### config.mk
export PLATFORM = sky130hd
export DESIGN_NAME = rms_level_meter_decay
export DESIGN_NICKNAME = d
export VERILOG_FILES = /design/src/hw/rtl/rlm_pkg.sv /design/src/hw/rtl/rlm_ctrl.sv /design/src/hw/rtl/rlm_dpath.sv /design/src/hw/rtl/rms_level_meter_decay.sv
export SDC_FILE = /design/constraint.sdc
export NUM_CORES = 2
export LEC_CHECK = 0
export ABC_AREA = 0
export BUFFER_PORTS_ARGS = -buffer_cell sky130_fd_sc_hd__buf_4
export CAP_MARGIN = 10
export CORE_ASPECT_RATIO = 0.6
export CORE_UTILIZATION = 50
export CTS_BUF_LIST = sky130_fd_sc_hd__clkbuf_8
export DETAILED_ROUTE_END_ITERATION = 16
export PLACE_DENSITY_LB_ADDON = 0.15
export SLEW_MARGIN = 25
export SYNTH_ARGS = -nofsm -noshare
export SYNTH_HDL_FRONTEND = slang
export SYNTH_HIERARCHICAL = 1
export SYNTH_SLANG_ARGS = --single-unit
### constraint.sdc
create_clock -name clk -period 10.7 [get_ports clk]
set_clock_uncertainty 0.2 [all_clocks]
set_input_delay 1.07 -clock clk [delete_from_list [all_inputs] [get_ports clk]]
set_output_delay 1.07 -clock clk [all_outputs]
set_load 0.005 [all_outputs]
### src/hw/rtl/rlm_pkg.sv
// Shared types and constants for the RMS level meter.
package rlm_pkg;

  // Decay factor register width and its Q0.16 fraction width.
  localparam int unsigned CfgW      = 16;
  localparam int unsigned FracBits  = 16;
  localparam int unsigned LevelW    = 16;

  // Reset value of the decay factor, about 0.92 in Q0.16.
  localparam logic [CfgW-1:0] DecayReset = 16'd60293;

  // Commands from the controller to the datapath.
  typedef struct packed {
    logic acc;        // accept one sample word into the accumulator
    logic div_load;   // move sum and count into the divider, clear accumulator
    logic div_step;   // one restoring divider step
    logic sqrt_load;  // move the quotient into the root unit
    logic sqrt_step;  // one root step
    logic update;     // update the held level
  } cmd_t;

endpackage

### src/hw/rtl/rlm_ctrl.sv
// Controller state machine of the RMS level meter.
module rlm_ctrl #(
  parameter int unsigned DIV_STEPS  = 45,
  parameter int unsigned SQRT_STEPS = 16
) (
  input  logic          clk,
  input  logic          rst_n,
  input  logic          in_valid,
  input  logic          in_last_of_buffer,
  output logic          in_stall,
  output logic          out_valid,
  input  logic          out_stall,
  output rlm_pkg::cmd_t cmd
);

  localparam int unsigned CtrW = (DIV_STEPS > 1) ? $clog2(DIV_STEPS) : 1;

  typedef enum logic [4:0] {
    S_ACCUM   = 5'b00001,
    S_DLOAD   = 5'b00010,
    S_DIV     = 5'b00100,
    S_SQLOAD  = 5'b01000,
    S_SQRT    = 5'b10000
  } state_t;

  // The level update waits in its own state so the output slot can free up.
  typedef enum logic [1:0] {
    U_IDLE = 2'b01,
    U_WAIT = 2'b10
  } upd_t;

  state_t          state_r, state_nxt;
  upd_t            upd_r, upd_nxt;
  logic [CtrW-1:0] step_r, step_nxt;
  logic            out_valid_r, out_valid_nxt;
  logic            accept;
  logic            slot_free;
  logic            div_done;
  logic            sqrt_done;

  assign in_stall  = (state_r != S_ACCUM) || (upd_r != U_IDLE);
  assign accept    = in_valid && !in_stall;
  assign slot_free = !out_valid_r || !out_stall;
  assign div_done  = (step_r == CtrW'(DIV_STEPS - 1));
  assign sqrt_done = (step_r == CtrW'(SQRT_STEPS - 1));
  assign out_valid = out_valid_r;

  // Next state and command decode.
  always_comb begin
    state_nxt     = state_r;
    upd_nxt       = upd_r;
    step_nxt      = step_r;
    out_valid_nxt = out_valid_r;
    cmd           = '0;
    if (out_valid_r && !out_stall) begin
      out_valid_nxt = 1'b0;
    end
    unique case (state_r)
      S_ACCUM: begin
        if (upd_r == U_WAIT) begin
          if (slot_free) begin
            cmd.update    = 1'b1;
            out_valid_nxt = 1'b1;
            upd_nxt       = U_IDLE;
          end
        end else if (accept) begin
          cmd.acc = 1'b1;
          if (in_last_of_buffer) begin
            state_nxt = S_DLOAD;
          end
        end
      end
      S_DLOAD: begin
        cmd.div_load = 1'b1;
        step_nxt     = '0;
        state_nxt    = S_DIV;
      end
      S_DIV: begin
        cmd.div_step = 1'b1;
        step_nxt     = step_r + 1'b1;
        if (div_done) begin
          state_nxt = S_SQLOAD;
        end
      end
      S_SQLOAD: begin
        cmd.sqrt_load = 1'b1;
        step_nxt      = '0;
        state_nxt     = S_SQRT;
      end
      S_SQRT: begin
        cmd.sqrt_step = 1'b1;
        step_nxt      = step_r + 1'b1;
        if (sqrt_done) begin
          state_nxt = S_ACCUM;
          upd_nxt   = U_WAIT;
        end
      end
      default: begin
        state_nxt = S_ACCUM;
      end
    endcase
  end

  // State registers.
  always_ff @(posedge clk) begin
    if (!rst_n) begin
      state_r     <= S_ACCUM;
      upd_r       <= U_IDLE;
      step_r      <= '0;
      out_valid_r <= 1'b0;
    end else begin
      state_r     <= state_nxt;
      upd_r       <= upd_nxt;
      step_r      <= step_nxt;
      out_valid_r <= out_valid_nxt;
    end
  end

`ifndef SYNTHESIS
  // A final word always starts the divider load next.
  a_last_starts_div: assert property (@(posedge clk) disable iff (!rst_n)
    (accept && in_last_of_buffer) |=> (state_r == S_DLOAD))
    else $error("last word did not start the level computation");

  // A new result only appears right after a level update.
  a_out_after_update: assert property (@(posedge clk) disable iff (!rst_n)
    $rose(out_valid_r) |-> $past(cmd.update))
    else $error("result word raised without a level update");

  // The divider hands over to the root unit after its last step.
  a_div_to_sqrt: assert property (@(posedge clk) disable iff (!rst_n)
    (state_r == S_DIV && div_done) |=> (state_r == S_SQLOAD))
    else $error("divider did not hand over to the root unit");

  // An update never overwrites a result that is still stalled.
  a_no_overwrite: assert property (@(posedge clk) disable iff (!rst_n)
    cmd.update |-> slot_free)
    else $error("level update while the result word is held");
`endif

endmodule

### src/hw/rtl/rlm_dpath.sv
// Datapath of the RMS level meter: accumulator, divider, root unit, held level.
module rlm_dpath #(
  parameter int unsigned MAX_SAMPLES = 8192,
  parameter int unsigned SAMPLE_BITS = 16
) (
  input  logic                         clk,
  input  logic                         rst_n,
  input  rlm_pkg::cmd_t                cmd,
  input  logic [SAMPLE_BITS-1:0]       in_sample,
  input  logic                         cfg_we,
  input  logic [rlm_pkg::CfgW-1:0]     cfg_data,
  output logic [rlm_pkg::LevelW-1:0]   out_level
);

  localparam int unsigned SB    = SAMPLE_BITS;
  localparam int unsigned CntW  = $clog2(MAX_SAMPLES + 1);
  localparam int unsigned SqW   = 2 * SB;
  localparam int unsigned QW    = 2 * SB - 1;
  localparam int unsigned SumW  = 2 * SB - 1 + CntW;
  localparam int unsigned ProdW = SB + rlm_pkg::CfgW;

  logic [SumW-1:0]           sum_r, sum_nxt;
  logic [CntW-1:0]           cnt_r, cnt_nxt;
  logic [SumW-1:0]           dq_r, dq_nxt;
  logic [CntW-1:0]           rem_r, rem_nxt;
  logic [CntW-1:0]           dvs_r, dvs_nxt;
  logic [SqW-1:0]            rad_r, rad_nxt;
  logic [SB+1:0]             srem_r, srem_nxt;
  logic [SB-1:0]             root_r, root_nxt;
  logic [SB-1:0]             held_r, held_nxt;
  logic [rlm_pkg::CfgW-1:0]  decay_r, decay_nxt;

  logic [SB-1:0]             mag;
  logic [SqW-1:0]            square;
  logic                      room;
  logic [CntW:0]             rem_sh;
  logic [CntW:0]             rem_sub;
  logic                      qbit;
  logic [SB+1:0]             srem_sh;
  logic [SB+1:0]             trial;
  logic                      rbit;
  logic [ProdW-1:0]          prod;

  // Magnitude and square of the incoming word; the most negative code maps to 2^(SB-1).
  assign mag    = in_sample[SB-1] ? (~in_sample + 1'b1) : in_sample;
  assign square = SqW'(mag) * SqW'(mag);
  assign room   = (cnt_r < CntW'(MAX_SAMPLES));

  // Restoring divider step: one quotient bit per cycle.
  assign rem_sh  = {rem_r, dq_r[SumW-1]};
  assign rem_sub = rem_sh - {1'b0, dvs_r};
  assign qbit    = (rem_sh >= {1'b0, dvs_r});

  // Square root step: two radicand bits in, one root bit out per cycle.
  assign srem_sh = {srem_r[SB-1:0], rad_r[SqW-1 -: 2]};
  assign trial   = {root_r, 2'b01};
  assign rbit    = (srem_sh >= trial);

  // Decay product of the held level.
  assign prod = ProdW'(held_r) * ProdW'(decay_r);

  always_comb begin
    sum_nxt   = sum_r;
    cnt_nxt   = cnt_r;
    dq_nxt    = dq_r;
    rem_nxt   = rem_r;
    dvs_nxt   = dvs_r;
    rad_nxt   = rad_r;
    srem_nxt  = srem_r;
    root_nxt  = root_r;
    held_nxt  = held_r;
    decay_nxt = cfg_we ? cfg_data : decay_r;

    // Accumulate squares until the buffer limit is reached.
    if (cmd.acc && room) begin
      sum_nxt = sum_r + SumW'(square);
      cnt_nxt = cnt_r + 1'b1;
    end

    // Start the divide and clear the accumulator for the next buffer.
    if (cmd.div_load) begin
      dq_nxt  = sum_r;
      dvs_nxt = cnt_r;
      rem_nxt = '0;
      sum_nxt = '0;
      cnt_nxt = '0;
    end

    if (cmd.div_step) begin
      dq_nxt  = {dq_r[SumW-2:0], qbit};
      rem_nxt = qbit ? rem_sub[CntW-1:0] : rem_sh[CntW-1:0];
    end

    // The mean square always fits in QW bits.
    if (cmd.sqrt_load) begin
      rad_nxt  = SqW'(dq_r[QW-1:0]);
      srem_nxt = '0;
      root_nxt = '0;
    end

    if (cmd.sqrt_step) begin
      rad_nxt  = {rad_r[SqW-3:0], 2'b00};
      srem_nxt = rbit ? (srem_sh - trial) : srem_sh;
      root_nxt = {root_r[SB-2:0], rbit};
    end

    // Peak hold: take a larger level, otherwise decay the held one.
    if (cmd.update) begin
      if (root_r > held_r) begin
        held_nxt = root_r;
      end else begin
        held_nxt = prod[ProdW-1 -: SB];
      end
    end
  end

  // Control-relevant state with reset.
  always_ff @(posedge clk) begin
    if (!rst_n) begin
      sum_r   <= '0;
      cnt_r   <= '0;
      held_r  <= '0;
      decay_r <= rlm_pkg::DecayReset;
    end else begin
      sum_r   <= sum_nxt;
      cnt_r   <= cnt_nxt;
      held_r  <= held_nxt;
      decay_r <= decay_nxt;
    end
  end

  // Working registers of the divider and root unit.
  always_ff @(posedge clk) begin
    dq_r   <= dq_nxt;
    rem_r  <= rem_nxt;
    dvs_r  <= dvs_nxt;
    rad_r  <= rad_nxt;
    srem_r <= srem_nxt;
    root_r <= root_nxt;
  end

  assign out_level = rlm_pkg::LevelW'(held_r);

`ifndef SYNTHESIS
  // The sample count never passes the buffer limit.
  a_cnt_limit: assert property (@(posedge clk) disable iff (!rst_n)
    cnt_r <= CntW'(MAX_SAMPLES))
    else $error("sample count past the buffer limit");

  // The divider remainder stays below the divisor.
  a_rem_bound: assert property (@(posedge clk) disable iff (!rst_n)
    cmd.div_step |=> (rem_r < dvs_r))
    else $error("divider remainder not below divisor");

  // The held level never exceeds full scale.
  a_held_bound: assert property (@(posedge clk) disable iff (!rst_n)
    {1'b0, held_r} <= ((SB + 1)'(1) << (SB - 1)))
    else $error("held level above full scale");
`endif

endmodule

### src/hw/rtl/rms_level_meter_decay.sv
// Top level of the RMS level meter with peak hold and decay.
// Samples within a buffer are taken one word per cycle. The word that carries
// last_of_buffer starts the level computation: a restoring divider takes one
// quotient bit per cycle over the width of the square sum, then a root unit
// takes one bit per cycle, and then the held level is updated. The input
// stalls through the loads, the divider and root steps and the level update,
// and longer if the previous result word is still stalled. The result register
// lets the next buffer begin while a level waits to be taken.
// decay_factor must be written through the cfg port only while the block is
// idle; the block itself does not enforce this.
module rms_level_meter_decay #(
  parameter int unsigned MAX_SAMPLES = 8192,
  parameter int unsigned SAMPLE_BITS = 16
) (
  input  logic                       clk,
  input  logic                       rst_n,
  input  logic                       in_valid,
  output logic                       in_stall,
  input  logic [SAMPLE_BITS-1:0]     in_sample,
  input  logic                       in_last_of_buffer,
  output logic                       out_valid,
  input  logic                       out_stall,
  output logic [rlm_pkg::LevelW-1:0] out_level,
  input  logic                       cfg_valid,
  output logic                       cfg_ready,
  input  logic [rlm_pkg::CfgW-1:0]   cfg_data
);

  localparam int unsigned CntW = $clog2(MAX_SAMPLES + 1);
  localparam int unsigned SumW = 2 * SAMPLE_BITS - 1 + CntW;

  rlm_pkg::cmd_t cmd;

  // The decay register takes a write in any cycle.
  assign cfg_ready = 1'b1;

  rlm_ctrl #(
    .DIV_STEPS  (SumW),
    .SQRT_STEPS (SAMPLE_BITS)
  ) u_ctrl (
    .clk               (clk),
    .rst_n             (rst_n),
    .in_valid          (in_valid),
    .in_last_of_buffer (in_last_of_buffer),
    .in_stall          (in_stall),
    .out_valid         (out_valid),
    .out_stall         (out_stall),
    .cmd               (cmd)
  );

  rlm_dpath #(
    .MAX_SAMPLES (MAX_SAMPLES),
    .SAMPLE_BITS (SAMPLE_BITS)
  ) u_dpath (
    .clk       (clk),
    .rst_n     (rst_n),
    .cmd       (cmd),
    .in_sample (in_sample),
    .cfg_we    (cfg_valid && cfg_ready),
    .cfg_data  (cfg_data),
    .out_level (out_level)
  );

endmodule
==> flow_metrics.py <==
metrics = {
    "clocking": {
        "htree_levels": 2,
        "root_buffer": "clkbuf_8",
        "cts_tree": "done",
        "clk_pin_slew_ns": 0.07,
        "cts_setup_buffers": 0,
        "cts_buffer_depth": 3,
        "clk_latency_ns": 0.61,
        "postCtsHoldBufs": 0,
        "cts_sinks": 242,
        "cts_resized": 0,
        "cts_buffers": 40,
    },
    "final_layout": {
        "n_antenna_cell": 0,
        "area.growth.synth_to_final_pct": 6.77,
        "drive_gt1_share_pct": 6.24,
        "fin_cells": 3964,
        "utilization_pct": 54.3,
        "num-fill-cells": 5111,
        "nNetsFinal": 3856,
    },
    "floorplan": {
        "core_sq_um": 56100,
        "io_pins": 57,
        "die_h_microns": 187,
        "start_util_pct": 50.9,
        "die_x_microns": 310,
        "die_area_sq_um": 58000,
        "row_count": 67,
    },
    "global_route": {
        "use_met3_pct": 8.43,
        "grt-busiest-layer": "met1",
        "grt_pass1_wl_mm": 117,
        "met1_usage_pct": 40.1,
        "overflow": 0,
        "met2_usage_pct": 34.3,
        "grt_usage_pct": 25.6,
        "grt_pass1_vias": 21633,
        "grt_max_degree": 97,
        "antenna_found_initial": 2,
    },
    "sta": {
        "relSlewSlack_pct": 26.5,
        "rsz0062_at_grt": "false",
        "hold_viol": 0,
        "fin_crit_sh_pct": 87.8,
        "setup_ws_ns": 1.30,
        "setup_viol": 0,
        "fin_setup_tns_ns": 0,
        "tightest_slew_ns": 1.10,
        "period_minus_slack_ns": 9.40,
        "worst_hold_slack_ns": 0.255,
        "fmax_mhz": 106,
        "drv_slew": 0,
    },
    "power_and_ir_drop": {
        "intPower_mw": 4.33,
        "switching_power_mw": 4.68,
        "vdd_drop_max_v": 0.000877,
        "p_leak_nw": 14.9,
        "switching_share_pct": 52.0,
        "pwr-share-seq_pct": 12.1,
        "clockPowerShare_pct": 9.8,
        "power_frac_comb_pct": 78.1,
        "power_density_nw_per_um2": 296,
    },
    "setup_path": {
        "cp_data_arrival_time_ns": 9.66,
        "crit_required_ns": 10.96,
        "crit_fanout": 11,
        "critPathSlowestCell": "xnor2_1",
        "cp-start-kind": "primary input",
        "cp_common_cell": "fa_1",
        "slowest_delay_ns": 0.76,
        "end_kind": "flop",
        "critPathKind": "primary input to flop",
    },
    "yosys": {
        "synthMostInstantiatedCell": "inv_1",
        "synth_top_area_share_pct": 27.1,
        "ys_seq_elements": 242,
        "ys_warn_count": 6,
        "synth_ff_type": "edfxtp_1",
        "yosys.cell_types.count": 83,
        "synthArstFlopShare_pct": 0,
        "netlist.top_cell.by_area": "fa_1",
        "synthCells": 3170,
        "syn_area_sq_um": 28500,
        "synth_common_cells": "637 x inv_1, 458 x nand2_1, 386 x fa_1",
        "syn_area_per_cell_sq_um": 9.00,
        "synth_edf_count": 135,
        "yosys-top-cells-area": "fa_1 27%, edfxtp_1 14%, ha_1 11%, inv_1 8.4%, dfxtp_1 7.5%",
        "yosysSeqAreaShare_pct": 21.7,
    },
    "drt": {
        "ant_nets": 0,
        "avgRoutedWirePerCell_microns": 18.1,
        "post_drt_via_cell_ratio": 5.40,
        "drc": 0,
        "first_pass_iters": 6,
        "vias": 21410,
        "wirelength_mm": 71.7,
        "drt_iter0_markers": 1675,
    },
    "job": {
        "cap_violations": 0,
    },
    "place": {
        "routabilityCongestion": 0.934,
        "place_ws_ns": 0.933,
        "numPortBuffers": 55,
        "post-dp-hpwl_mm": 56.0,
        "dp.cells": 3890,
    },
    "worst_hold_path": {
        "hold_path.class": "flop to flop",
    },
    "status": {
        "status": "finished, final reports clean",
    },
}
## flip-flops by register name, indices dropped and copies added (netlist names), 2 cells and up
name	cells
u_dpath/dq_r	45
u_dpath/sum_r	45
u_dpath/rad_r	32
u_dpath/decay_r	16
u_dpath/out_level	16
u_dpath/root_r	16
u_dpath/srem_r	16
u_dpath/cnt_r	14
u_dpath/dvs_r	14
u_dpath/rem_r	14
u_ctrl/step_r	6
u_ctrl/state_r	5
u_ctrl/upd_r	2
## stage by stage
| stage | total power [mW] | instance area [sq um] |
|---|---|---|
| 2_1_floorplan | 6.54 | 28600 |
| 3_3_place_gp | 7.90 | 29600 |
| 3_5_place_dp | 8.01 | 29600 |
| 4_1_cts | 8.96 | 30400 |
| 5_1_grt | 10.0 | 30500 |
| 6_report | 9.01 | 30500 |
## worst max-delay path: cells and delay by family
family,cells,cell delay [ns]
AO/OA/AOI/OAI,5,1.46
AND/OR/NAND/NOR,9,1.77
XOR/XNOR,1,0.76
adder cells (fa/ha/maj),8,3.52
buffers and inverters,6,1.09
## logic make-up (layout without fill, tap and decap cells)
| kind of cell | count (synthesis) | after routing | share of synthesized area [%] |
|---|---|---|---|
| AOI/OAI and AO/OA | 438 | 438 | 9.35 |
| xor gates and xnor gates | 91 | 91 | 2.86 |
| adders and majority gates | 645 | 645 | 38.5 |
| buffers and inverters | 777 | 804 | 10.4 |
| DFF | 242 | 242 | 21.7 |
| muxes | 66 | 66 | 2.43 |
| other | 3 | 11 | 0.0395 |
| and+or+nand+nor | 908 | 908 | 14.8 |
## layer usage
layer / vias up / wire (microns)
met5: - / 108
met4: 4 / 729
met3: 73 / 7300
met2: 754 / 28300
met1: 10557 / 35300
li1: 10022 / -
## final timing paths
kind                                                  startpoint                                  to  slack [ns]  depth (start not counted)
worst max register to register  u_dpath/decay_r[14]$_SDFFE_PN1P_  u_dpath/out_level[13]$_SDFFE_PN0P_        2.83                         20
worst min register to register    u_dpath/sum_r[29]$_SDFFE_PP0P_      u_dpath/sum_r[29]$_SDFFE_PP0P_        0.26                          2
worst max-delay path                                in_sample[0]      u_dpath/sum_r[33]$_SDFFE_PP0P_        1.30                         29
worst min-delay path              u_dpath/sum_r[29]$_SDFFE_PP0P_      u_dpath/sum_r[29]$_SDFFE_PP0P_        0.26                          2
## area by class of cell
type                    count  area, sq um  area share (%)
clock buffers              45          619            2.03
clock inverters            29          206           0.678
inverters                 643         2410            7.92
multi-input cells        2159        19400            63.8
flip-flops and latches    242         6200            20.3
well taps                 759          950            3.12
repair buffers             87          653            2.14
## power groups by stage
stage          clock network, mW  logic, mW  registers, mW
5_1_grt                    0.948       7.98           1.09
2_1_floorplan                  0       5.47           1.08
6_report                   0.883       7.03           1.09
3_3_place_gp                   0       6.79           1.11
4_1_cts                    0.909       6.96           1.09
3_5_place_dp                   0       6.90           1.11
## cell usage in the layout (no fill, tap or decap), types with 4 or more instances in the layout
cell type / instances
inv_1: 647
nand2_1: 458
fa_1: 386
ha_1: 259
a21oi_1: 144
edfxtp_1: 135
nor2_1: 132
o21ai_0: 124
and2_1: 110
dfxtp_1: 106
buf_4: 87
xnor2_1: 55
a21o_1: 54
clkbuf_8: 45
mux2i_1: 39
nand3_1: 36
xor2_1: 35
nor2b_1: 32
nand4_1: 28
mux2_2: 27
and3_1: 22
o21a_1: 19
or3_1: 17
a211oi_1: 16
nor3_1: 14
nand2b_1: 14
conb_1: 11
clkinv_1: 11
o211ai_1: 11
a31oi_1: 9
o21bai_1: 9
nor4_1: 7
clkinv_2: 5
a21boi_0: 5
nand3b_1: 5
o21ai_1: 4
or2_2: 4
a221oi_1: 4
(Power assumes the default switching activity.)
